<file path="src/hw/rtl/pse_pkg.sv">
package pse_pkg;

    localparam int STACK_DEPTH = 16;
    localparam int ADDR_W      = $clog2(STACK_DEPTH);
    localparam int CNT_W       = 5;
    localparam int OP_W        = 5;
    localparam int ERR_W       = 2;
    localparam int DATA_W      = 32;
    localparam int FRAC_W      = 16;
    localparam int DIV_STEPS   = DATA_W;
    localparam int DIV_CNT_W   = $clog2(DIV_STEPS);

    localparam logic signed [DATA_W-1:0] Q_ONE       = 32'sh0001_0000;
    localparam logic signed [DATA_W-1:0] Q_MINUS_ONE = 32'shFFFF_0000;
    localparam logic signed [DATA_W-1:0] Q_ZERO      = 32'sh0000_0000;
    localparam logic signed [DATA_W-1:0] Q_MAX       = 32'sh7FFF_FFFF;
    localparam logic signed [DATA_W-1:0] Q_MIN       = 32'sh8000_0000;

    typedef enum logic [OP_W-1:0] {
        OP_PUSH    = 5'd0,
        OP_ADD     = 5'd1,
        OP_SUB     = 5'd2,
        OP_MUL     = 5'd3,
        OP_DIV     = 5'd4,
        OP_MOD     = 5'd5,
        OP_INC     = 5'd6,
        OP_DEC     = 5'd7,
        OP_LT      = 5'd8,
        OP_GT      = 5'd9,
        OP_LE      = 5'd10,
        OP_GE      = 5'd11,
        OP_EQ      = 5'd12,
        OP_NE      = 5'd13,
        OP_AND     = 5'd14,
        OP_OR      = 5'd15,
        OP_PUSH_M1 = 5'd16,
        OP_PUSH_P1 = 5'd17
    } t_op;

    typedef enum logic [ERR_W-1:0] {
        ERR_OK    = 2'd0,
        ERR_UNDER = 2'd1,
        ERR_OVER  = 2'd2,
        ERR_ZERO  = 2'd3
    } t_err;

    typedef enum logic [1:0] {
        S_IDLE,
        S_EXEC,
        S_MUL,
        S_DIV
    } t_state;

    typedef struct packed {
        logic start;
        logic mod_mode;
    } t_div_ctl;

    function automatic logic signed [DATA_W-1:0] sat33(input logic signed [DATA_W:0] v);
        logic signed [DATA_W-1:0] res;
        if (v[DATA_W] != v[DATA_W-1]) begin
            res = v[DATA_W] ? Q_MIN : Q_MAX;
        end else begin
            res = v[DATA_W-1:0];
        end
        return res;
    endfunction

    function automatic logic [DATA_W-1:0] mag32(input logic signed [DATA_W-1:0] v);
        logic [DATA_W-1:0] res;
        res = v[DATA_W-1] ? DATA_W'(-v) : DATA_W'(v);
        return res;
    endfunction

endpackage

</file>
<file path="src/hw/rtl/pse_div.sv">
module pse_div (
    input  logic                         i_clk,
    input  logic                         i_rst_n,
    input  pse_pkg::t_div_ctl            i_ctl,
    input  logic [pse_pkg::DATA_W-1:0]   i_dividend,
    input  logic [pse_pkg::DATA_W-1:0]   i_divisor,
    output logic                         o_done,
    output logic [pse_pkg::DATA_W-1:0]   o_quotient,
    output logic [pse_pkg::DATA_W-1:0]   o_remainder
);
    import pse_pkg::*;

    logic                 r_run;
    logic                 r_done;
    logic [DIV_CNT_W-1:0] r_cnt;
    logic [DATA_W-1:0]    r_rem;
    logic [DATA_W-1:0]    r_quo;
    logic [DATA_W-1:0]    r_dsr;

    logic [DATA_W:0]      shifted;
    logic [DATA_W+1:0]    trial;
    logic                 take;

    assign shifted = {r_rem, r_quo[DATA_W-1]};
    assign trial   = {1'b0, shifted} - {2'b00, r_dsr};
    assign take    = !trial[DATA_W+1];

    always_ff @(posedge i_clk) begin
        if (!i_rst_n) begin
            r_run  <= 1'b0;
            r_done <= 1'b0;
            r_cnt  <= '0;
        end else begin
            r_done <= 1'b0;
            if (i_ctl.start) begin
                r_run <= 1'b1;
                r_cnt <= '0;
            end else if (r_run) begin
                r_cnt <= r_cnt + DIV_CNT_W'(1);
                if (r_cnt == DIV_CNT_W'(DIV_STEPS - 1)) begin
                    r_run  <= 1'b0;
                    r_done <= 1'b1;
                end
            end
        end
    end

    always_ff @(posedge i_clk) begin
        if (i_ctl.start) begin
            if (i_ctl.mod_mode) begin
                r_rem <= '0;
                r_quo <= {{FRAC_W{1'b0}}, i_dividend[DATA_W-1:FRAC_W]};
                r_dsr <= {{FRAC_W{1'b0}}, i_divisor[DATA_W-1:FRAC_W]};
            end else begin
                r_rem <= {{FRAC_W{1'b0}}, i_dividend[DATA_W-1:FRAC_W]};
                r_quo <= {i_dividend[FRAC_W-1:0], {FRAC_W{1'b0}}};
                r_dsr <= i_divisor;
            end
        end else if (r_run) begin
            r_rem <= take ? trial[DATA_W-1:0] : shifted[DATA_W-1:0];
            r_quo <= {r_quo[DATA_W-2:0], take};
        end
    end

    assign o_done      = r_done;
    assign o_quotient  = r_quo;
    assign o_remainder = r_rem;

endmodule

</file>
<file path="src/hw/rtl/postfix_stack_evaluator_unit.sv">
// Push, inc, dec, add, sub, compare, and/or, unknown codes and every error finish
// straight from the execute state.
// Mul: one registered 32x32 product, then round and saturate.
// Div and mod run through the 32 steps of the shared restoring divider;
// a div whose quotient saturates skips the divider. Busy holds until the result
// strobe; results cannot be stalled. Synchronous active-low reset empties the stack.
module postfix_stack_evaluator_unit (
    input  logic                              i_clk,
    input  logic                              i_rst_n,
    input  logic                              start,
    output logic                              busy,
    input  logic [pse_pkg::OP_W-1:0]          i_operation,
    input  logic signed [pse_pkg::DATA_W-1:0] i_operand_value,
    output logic                              o_result_valid,
    output logic signed [pse_pkg::DATA_W-1:0] o_top_value,
    output logic [pse_pkg::CNT_W-1:0]         o_stack_count,
    output logic [pse_pkg::ERR_W-1:0]         o_error_code
);
    import pse_pkg::*;

    t_state r_state, n_state;
    logic [CNT_W-1:0]         r_sp, n_sp;
    logic signed [DATA_W-1:0] r_tos, n_tos;
    logic [OP_W-1:0]          r_op;
    logic signed [DATA_W-1:0] r_val;
    logic signed [DATA_W-1:0] r_mem [STACK_DEPTH];
    logic signed [DATA_W-1:0] r_rd_data;
    logic signed [2*DATA_W-1:0] r_prod;
    logic                     r_neg;
    logic                     r_is_mod;
    logic                     r_result_valid;
    logic signed [DATA_W-1:0] r_top;
    logic [CNT_W-1:0]         r_cnt;
    logic [ERR_W-1:0]         r_err;

    t_err                     n_err;
    logic                     result_fire;
    logic                     mem_we;
    t_div_ctl                 div_ctl;
    logic                     div_done;
    logic [DATA_W-1:0]        div_quo;
    logic [DATA_W-1:0]        div_rem;

    logic                     accept;
    logic [CNT_W-1:0]         sp_m1;
    logic [CNT_W-1:0]         sp_m2;
    logic signed [DATA_W-1:0] left;
    logic signed [DATA_W-1:0] right;
    logic [DATA_W-1:0]        l_mag;
    logic [DATA_W-1:0]        r_mag;
    logic signed [DATA_W:0]   add_sum;
    logic signed [DATA_W:0]   sub_diff;
    logic signed [DATA_W:0]   inc_sum;
    logic signed [DATA_W:0]   dec_diff;
    logic signed [2*DATA_W-1:0] mul_full;
    logic signed [DATA_W-1:0] mul_res;
    logic signed [DATA_W-1:0] div_res;
    logic signed [DATA_W-1:0] mod_res;
    logic signed [DATA_W-1:0] div_sat;
    logic signed [DATA_W-1:0] push_val;
    logic [DATA_W-1:0]        mod_mag;
    logic                     is_push;
    logic                     is_step;
    logic                     is_bin;
    logic                     sp_full;
    logic                     sp_empty;
    logic                     sp_lt2;
    logic                     div_zero;
    logic                     mod_zero;
    logic                     div_ovf;
    logic                     go_mul;
    logic                     go_div;

    assign accept   = start && !busy;
    assign busy     = (r_state != S_IDLE);
    assign sp_m1    = r_sp - CNT_W'(1);
    assign sp_m2    = r_sp - CNT_W'(2);
    assign left     = r_rd_data;
    assign right    = r_tos;
    assign l_mag    = mag32(left);
    assign r_mag    = mag32(right);
    assign add_sum  = (DATA_W+1)'(left) + (DATA_W+1)'(right);
    assign sub_diff = (DATA_W+1)'(left) - (DATA_W+1)'(right);
    assign inc_sum  = (DATA_W+1)'(r_tos) + (DATA_W+1)'(Q_ONE);
    assign dec_diff = (DATA_W+1)'(r_tos) - (DATA_W+1)'(Q_ONE);
    assign mul_full = left * right;

    assign mul_res = (r_prod[2*DATA_W-1:DATA_W+FRAC_W-1]
                      == {(DATA_W-FRAC_W+1){r_prod[2*DATA_W-1]}})
                     ? r_prod[DATA_W+FRAC_W-1:FRAC_W]
                     : (r_prod[2*DATA_W-1] ? Q_MIN : Q_MAX);

    always_comb begin
        if (r_neg) begin
            div_res = (div_quo > DATA_W'(Q_MIN)) ? Q_MIN : DATA_W'(-div_quo);
        end else begin
            div_res = div_quo[DATA_W-1] ? Q_MAX : DATA_W'(div_quo);
        end
    end

    assign mod_mag  = {div_rem[FRAC_W-1:0], {FRAC_W{1'b0}}};
    assign mod_res  = r_neg ? DATA_W'(-mod_mag) : DATA_W'(mod_mag);
    assign div_sat  = (left[DATA_W-1] ^ right[DATA_W-1]) ? Q_MIN : Q_MAX;

    assign is_push  = (r_op == OP_PUSH) || (r_op == OP_PUSH_M1) || (r_op == OP_PUSH_P1);
    assign is_step  = (r_op == OP_INC) || (r_op == OP_DEC);
    assign is_bin   = (r_op >= OP_ADD) && (r_op <= OP_OR) && !is_step;
    assign push_val = (r_op == OP_PUSH) ? r_val
                    : ((r_op == OP_PUSH_M1) ? Q_MINUS_ONE : Q_ONE);
    assign sp_full  = (r_sp == CNT_W'(STACK_DEPTH));
    assign sp_empty = (r_sp == '0);
    assign sp_lt2   = (r_sp < CNT_W'(2));
    assign div_zero = (right == Q_ZERO);
    assign mod_zero = (r_mag[DATA_W-1:FRAC_W] == '0);
    assign div_ovf  = ({{FRAC_W{1'b0}}, l_mag[DATA_W-1:FRAC_W]} >= r_mag);
    assign go_mul   = is_bin && !sp_lt2 && (r_op == OP_MUL);
    assign go_div   = is_bin && !sp_lt2
                      && (((r_op == OP_DIV) && !div_zero && !div_ovf)
                          || ((r_op == OP_MOD) && !mod_zero));

    always_comb begin
        n_state = r_state;
        unique case (r_state)
            S_IDLE: begin
                if (accept) begin
                    n_state = S_EXEC;
                end
            end
            S_EXEC: begin
                if (go_mul) begin
                    n_state = S_MUL;
                end else if (go_div) begin
                    n_state = S_DIV;
                end else begin
                    n_state = S_IDLE;
                end
            end
            S_MUL: begin
                n_state = S_IDLE;
            end
            S_DIV: begin
                if (div_done) begin
                    n_state = S_IDLE;
                end
            end
            default: begin
                n_state = S_IDLE;
            end
        endcase
    end

    always_comb begin
        n_sp         = r_sp;
        n_tos        = r_tos;
        n_err        = ERR_OK;
        result_fire  = 1'b0;
        mem_we       = 1'b0;
        div_ctl      = '0;
        unique case (r_state)
            S_EXEC: begin
                priority if (is_push) begin
                    result_fire = 1'b1;
                    if (sp_full) begin
                        n_err = ERR_OVER;
                    end else begin
                        mem_we = !sp_empty;
                        n_tos  = push_val;
                        n_sp   = r_sp + CNT_W'(1);
                    end
                end else if (is_step) begin
                    result_fire = 1'b1;
                    if (sp_empty) begin
                        n_err = ERR_UNDER;
                    end else begin
                        n_tos = sat33((r_op == OP_INC) ? inc_sum : dec_diff);
                    end
                end else if (is_bin) begin
                    if (sp_lt2) begin
                        result_fire = 1'b1;
                        n_err       = ERR_UNDER;
                    end else begin
                        unique case (r_op)
                            OP_ADD: begin
                                result_fire = 1'b1;
                                n_tos       = sat33(add_sum);
                                n_sp        = sp_m1;
                            end
                            OP_SUB: begin
                                result_fire = 1'b1;
                                n_tos       = sat33(sub_diff);
                                n_sp        = sp_m1;
                            end
                            OP_MUL: begin
                                result_fire = 1'b0;
                            end
                            OP_DIV: begin
                                if (div_zero) begin
                                    result_fire = 1'b1;
                                    n_err       = ERR_ZERO;
                                end else if (div_ovf) begin
                                    result_fire = 1'b1;
                                    n_tos       = div_sat;
                                    n_sp        = sp_m1;
                                end else begin
                                    div_ctl.start = 1'b1;
                                end
                            end
                            OP_MOD: begin
                                if (mod_zero) begin
                                    result_fire = 1'b1;
                                    n_err       = ERR_ZERO;
                                end else begin
                                    div_ctl.start    = 1'b1;
                                    div_ctl.mod_mode = 1'b1;
                                end
                            end
                            OP_LT: begin
                                result_fire = 1'b1;
                                n_tos       = (left < right) ? Q_ONE : Q_ZERO;
                                n_sp        = sp_m1;
                            end
                            OP_GT: begin
                                result_fire = 1'b1;
                                n_tos       = (left > right) ? Q_ONE : Q_ZERO;
                                n_sp        = sp_m1;
                            end
                            OP_LE: begin
                                result_fire = 1'b1;
                                n_tos       = (left <= right) ? Q_ONE : Q_ZERO;
                                n_sp        = sp_m1;
                            end
                            OP_GE: begin
                                result_fire = 1'b1;
                                n_tos       = (left >= right) ? Q_ONE : Q_ZERO;
                                n_sp        = sp_m1;
                            end
                            OP_EQ: begin
                                result_fire = 1'b1;
                                n_tos       = (left == right) ? Q_ONE : Q_ZERO;
                                n_sp        = sp_m1;
                            end
                            OP_NE: begin
                                result_fire = 1'b1;
                                n_tos       = (left != right) ? Q_ONE : Q_ZERO;
                                n_sp        = sp_m1;
                            end
                            OP_AND: begin
                                result_fire = 1'b1;
                                n_tos       = ((left == Q_ONE) && (right == Q_ONE))
                                              ? Q_ONE : Q_ZERO;
                                n_sp        = sp_m1;
                            end
                            default: begin
                                result_fire = 1'b1;
                                n_tos       = ((left == Q_ZERO) && (right == Q_ZERO))
                                              ? Q_ZERO : Q_ONE;
                                n_sp        = sp_m1;
                            end
                        endcase
                    end
                end else begin
                    result_fire = 1'b1;
                end
            end
            S_MUL: begin
                result_fire = 1'b1;
                n_tos       = mul_res;
                n_sp        = sp_m1;
            end
            S_DIV: begin
                if (div_done) begin
                    result_fire = 1'b1;
                    n_tos       = r_is_mod ? mod_res : div_res;
                    n_sp        = sp_m1;
                end
            end
            default: begin
                result_fire = 1'b0;
            end
        endcase
    end

    always_ff @(posedge i_clk) begin
        if (!i_rst_n) begin
            r_state        <= S_IDLE;
            r_sp           <= '0;
            r_result_valid <= 1'b0;
        end else begin
            r_state        <= n_state;
            r_sp           <= n_sp;
            r_result_valid <= result_fire;
        end
    end

    always_ff @(posedge i_clk) begin
        r_tos <= n_tos;
        if (accept) begin
            r_op  <= i_operation;
            r_val <= i_operand_value;
        end
        if (r_state == S_EXEC) begin
            r_prod   <= mul_full;
            r_is_mod <= (r_op == OP_MOD);
            r_neg    <= (r_op == OP_MOD) ? left[DATA_W-1]
                                         : (left[DATA_W-1] ^ right[DATA_W-1]);
        end
        if (result_fire) begin
            r_top <= (n_sp == '0) ? Q_ZERO : n_tos;
            r_cnt <= n_sp;
            r_err <= n_err;
        end
    end

    always_ff @(posedge i_clk) begin
        if (mem_we) begin
            r_mem[sp_m1[ADDR_W-1:0]] <= r_tos;
        end
        r_rd_data <= r_mem[sp_m2[ADDR_W-1:0]];
    end

    pse_div u_div (
        .i_clk       (i_clk),
        .i_rst_n     (i_rst_n),
        .i_ctl       (div_ctl),
        .i_dividend  (l_mag),
        .i_divisor   (r_mag),
        .o_done      (div_done),
        .o_quotient  (div_quo),
        .o_remainder (div_rem)
    );

    assign o_result_valid = r_result_valid;
    assign o_top_value    = r_top;
    assign o_stack_count  = r_cnt;
    assign o_error_code   = r_err;

endmodule

</file>
<file path="config.mk">
export PLATFORM = sky130hd
export DESIGN_NAME = postfix_stack_evaluator_unit
export DESIGN_NICKNAME = d
export VERILOG_FILES = /design/src/hw/rtl/pse_pkg.sv /design/src/hw/rtl/pse_div.sv /design/src/hw/rtl/postfix_stack_evaluator_unit.sv
export SDC_FILE = /design/constraint.sdc
export NUM_CORES = 2
export LEC_CHECK = 0
export BUFFER_PORTS_ARGS = -buffer_cell sky130_fd_sc_hd__buf_4
export CORE_MARGIN = 2
export CORE_UTILIZATION = 50
export DETAILED_ROUTE_END_ITERATION = 12
export GPL_TIMING_DRIVEN = 1
export PLACE_DENSITY_LB_ADDON = 0.08
export RECOVER_POWER = 25
export REMOVE_ABC_BUFFERS = 1
export SYNTH_ARGS = -nofsm -noshare
export SYNTH_HDL_FRONTEND = slang
export SYNTH_SLANG_ARGS = --single-unit
export TNS_END_PERCENT = 5
</file>
<file path="constraint.sdc">
create_clock -name i_clk -period 12.1 [get_ports i_clk]
set_input_delay 1.21 -clock i_clk [delete_from_list [all_inputs] [get_ports i_clk]]
set_output_delay 1.21 -clock i_clk [all_outputs]
set_load 0.03 [all_outputs]
</file>
==> results.ini <==
[worst_setup_path]
r2r-end = r_prod[63]
path_max_fanout = 28
r2r_cells = 24
worstSetupEndpoint = r_prod[63]
start_kind = register
end_kind = register
reg2reg_setup_slack_ps = 1050
timing.rr.start = r_tos[31]
required_ps = 12560
cp.arrival_ps = 11510
crit_start = r_tos[31]
worstSetupPathType = register to register

[synth]
async_flop_share_pct = 0
syn-mean-instance-area_um2 = 10.7
synth_top_area_share_pct = 28.4
mappedNetlistArea_um2 = 77700
synth-seq-cells = 813
yosys_warnings = 0
synthFlopType = edfxtp_1
synth.area.top_cells = edfxtp_1 (28%), fa_1 (28%), inv_1 (5.4%)
yosysSeqAreaShare_pct = 30.4
syn-instance-count = 7266
synth_edf_count = 734
synth_largest_area_cell = edfxtp_1
ys_types = 96

[routing]
met1_length_um = 113000
wl_met3_um = 24900
firstDrtPassIters = 6
drc = 0
drtIter0Drc = 6171
routed.top_layer = met5
drtAntennaViolNets = 0
wirelength_um = 278000
via_per_inst = 6.11
wl_met2_um = 123000
routedWlPerCell_um = 29.9
num_vias = 56800

[clock_network]
hold_buffers = 0
post_cts_resized = 0
clk_pin_slew_worst_paths_ps = 60
clockBufferDepth = 3
h-tree-depth = 3
cts.sinks = 813
cts_buffers = 89
insertion_delay_ps = 760
cts_tree = done
clock-root-buffer = clkbuf_16
cts_setup_buffers = 0

[place]
hpwl_um = 201000
port_buffers = 80
gp_congestion = 1.05
place_worst_setup_slack_ps = 1970
numPlacedInstances = 9123

[floorplanning]
start_util_pct = 50.4
io_pins = 81
die_area_um2 = 159000
coreArea_um2 = 154000
die_h_um = 398
die_w_um = 398
row_count = 144

[outcome]
status = finished with violations
violations = max-capacitance violations, max-slew violations

[sta]
finalSetupViolCount = 0
min_period_over_period_pct = 91.3
slew_headroom_pct = -63.9
hold_ws_ps = 506
fin_crit_ps = 11050
skew_ps = 69.1
fmax_mhz = 90.5
finalMaxSlewViolations = 491
setup_ws_ps = 1050
rsz0062_at_grt = no
hold_viol_final = 0
tightest_slew_ps = 2460
setup_tns_ps = 0

[finish]
final_cell_mix = inv_1 (1,117), fa_1 (1,084), nand2_1 (757), edfxtp_1 (734), and2_1 (460)
layout_commonest_cell = inv_1
fin_cells = 9291
n_fill_cell = 13700
area_delta_synth_final_pct = 7.54
drive_above_1_share_pct = 9.01
layout.nets = 8606

[global_route]
track_usage_pct = 35.9
overflow = 0
antenna_found_initial = 15
grt_pass1_vias = 59200
grt_max_degree = 70
grt_pass1_wl_um = 411000

[min_path]
hold_class = register to register

[run]
drv_cap = 15

[worst max-delay path, stage by stage (launching register included)]
cell	delay, ps
dfxtp_1	570
clkbuf_1	1790
fa_1	680
inv_1	90
fa_1	420
fa_1	520
fa_1	550
inv_1	50
fa_1	490
fa_1	590
fa_1	440
fa_1	440
ha_1	340
a211oi_1	260
o21ai_0	140
a221o_1	320
a31oi_1	170
o21ai_0	350
o21ai_0	960
a21oi_1	270
nor4b_1	550
nor2_1	180
a31oi_1	310
o21bai_1	110
xnor2_1	130
[worst min-delay path by stage]
stage,start,end,slack [ps],depth (start not counted)
2_1_floorplan,u_div.r_cnt[4],u_div.r_cnt[4],470,2
3_3_place_gp,u_div.r_cnt[4],u_div.r_cnt[4],480,2
3_5_place_dp,u_div.r_cnt[3],u_div.r_cnt[3],490,2
4_1_cts,u_div.r_cnt[4],u_div.r_cnt[4],510,2
5_1_grt,u_div.r_cnt[3],u_div.r_cnt[3],530,2
6_report,u_div.r_cnt[4],u_div.r_cnt[4],510,2
[stage by stage]
| stage | area, um2 | util (%) |
|---|---|---|
| 4_1_cts | 83700 | 54.2 |
| 6_report | 83600 | 54.2 |
| 3_3_place_gp | 80700 | 52.4 |
| 5_1_grt | 83600 | 54.2 |
| 3_5_place_dp | 80700 | 52.4 |
| 2_1_floorplan | 76100 | - |
[layout make-up]
class	count	area (um2)	area share [%]
clock buffer	116	2380	2.85
timing repair buffer	244	1800	2.16
clock inverter	50	537	0.642
sequential	813	23700	28.3
antenna	2	5.00	0.00599
inverter	1132	4250	5.08
multi-input combinational	4890	48400	57.9
tap	2044	2560	3.06
[metal layers]
metal	vias to the layer above	GRT usage, %
li1	23900	-
met3	714	7.10
met2	2791	54.6
met1	29400	49.5
met5	-	0
met4	8	17.5
[flip-flops by register name, indices dropped and copies added (netlist names), 32 cells and up]
name	flops
r_tos	32
r_prod	48
u_div.r_dsr	32
o_top_value	32
left	32
u_div.o_remainder	32
r_val	32
u_div.o_quotient	32
r_mem	512
[logic make-up (layout without fill, tap and decap cells)]
kind of cell    Yosys count  after routing  synth area share (%)
compound gates         1028           1028                  8.58
simple gates           2052           2052                  12.9
flops                   813            813                  30.4
other cells               0              2                     0
buf+inv                1563           1542                  7.60
mux                     195            195                  5.09
fa+ha+maj              1401           1401                  33.0
xor+xnor                214            214                  2.41
[Yosys cell counts (32+ instances only)]
cell type,number
a31oi_1,60
a21oi_1,289
a211oi_1,43
mux4_2,160
nor2_1,359
fa_1,1084
nor3_1,95
nand2_1,757
and2_1,477
o21a_1,32
nand4_1,38
or3_1,32
a21o_1,59
o21ai_0,205
clkbuf_1,385
inv_1,1119
ha_1,312
xor2_1,62
nor4_1,32
o22ai_1,34
nand3_1,78
nand2b_1,40
o31ai_1,55
xnor2_1,152
buf_1,35
mux2i_1,35
dfxtp_1,79
edfxtp_1,734
Power is not shown: default switching activity piles up to over one toggle a cycle in this logic, so the estimate is an artifact.
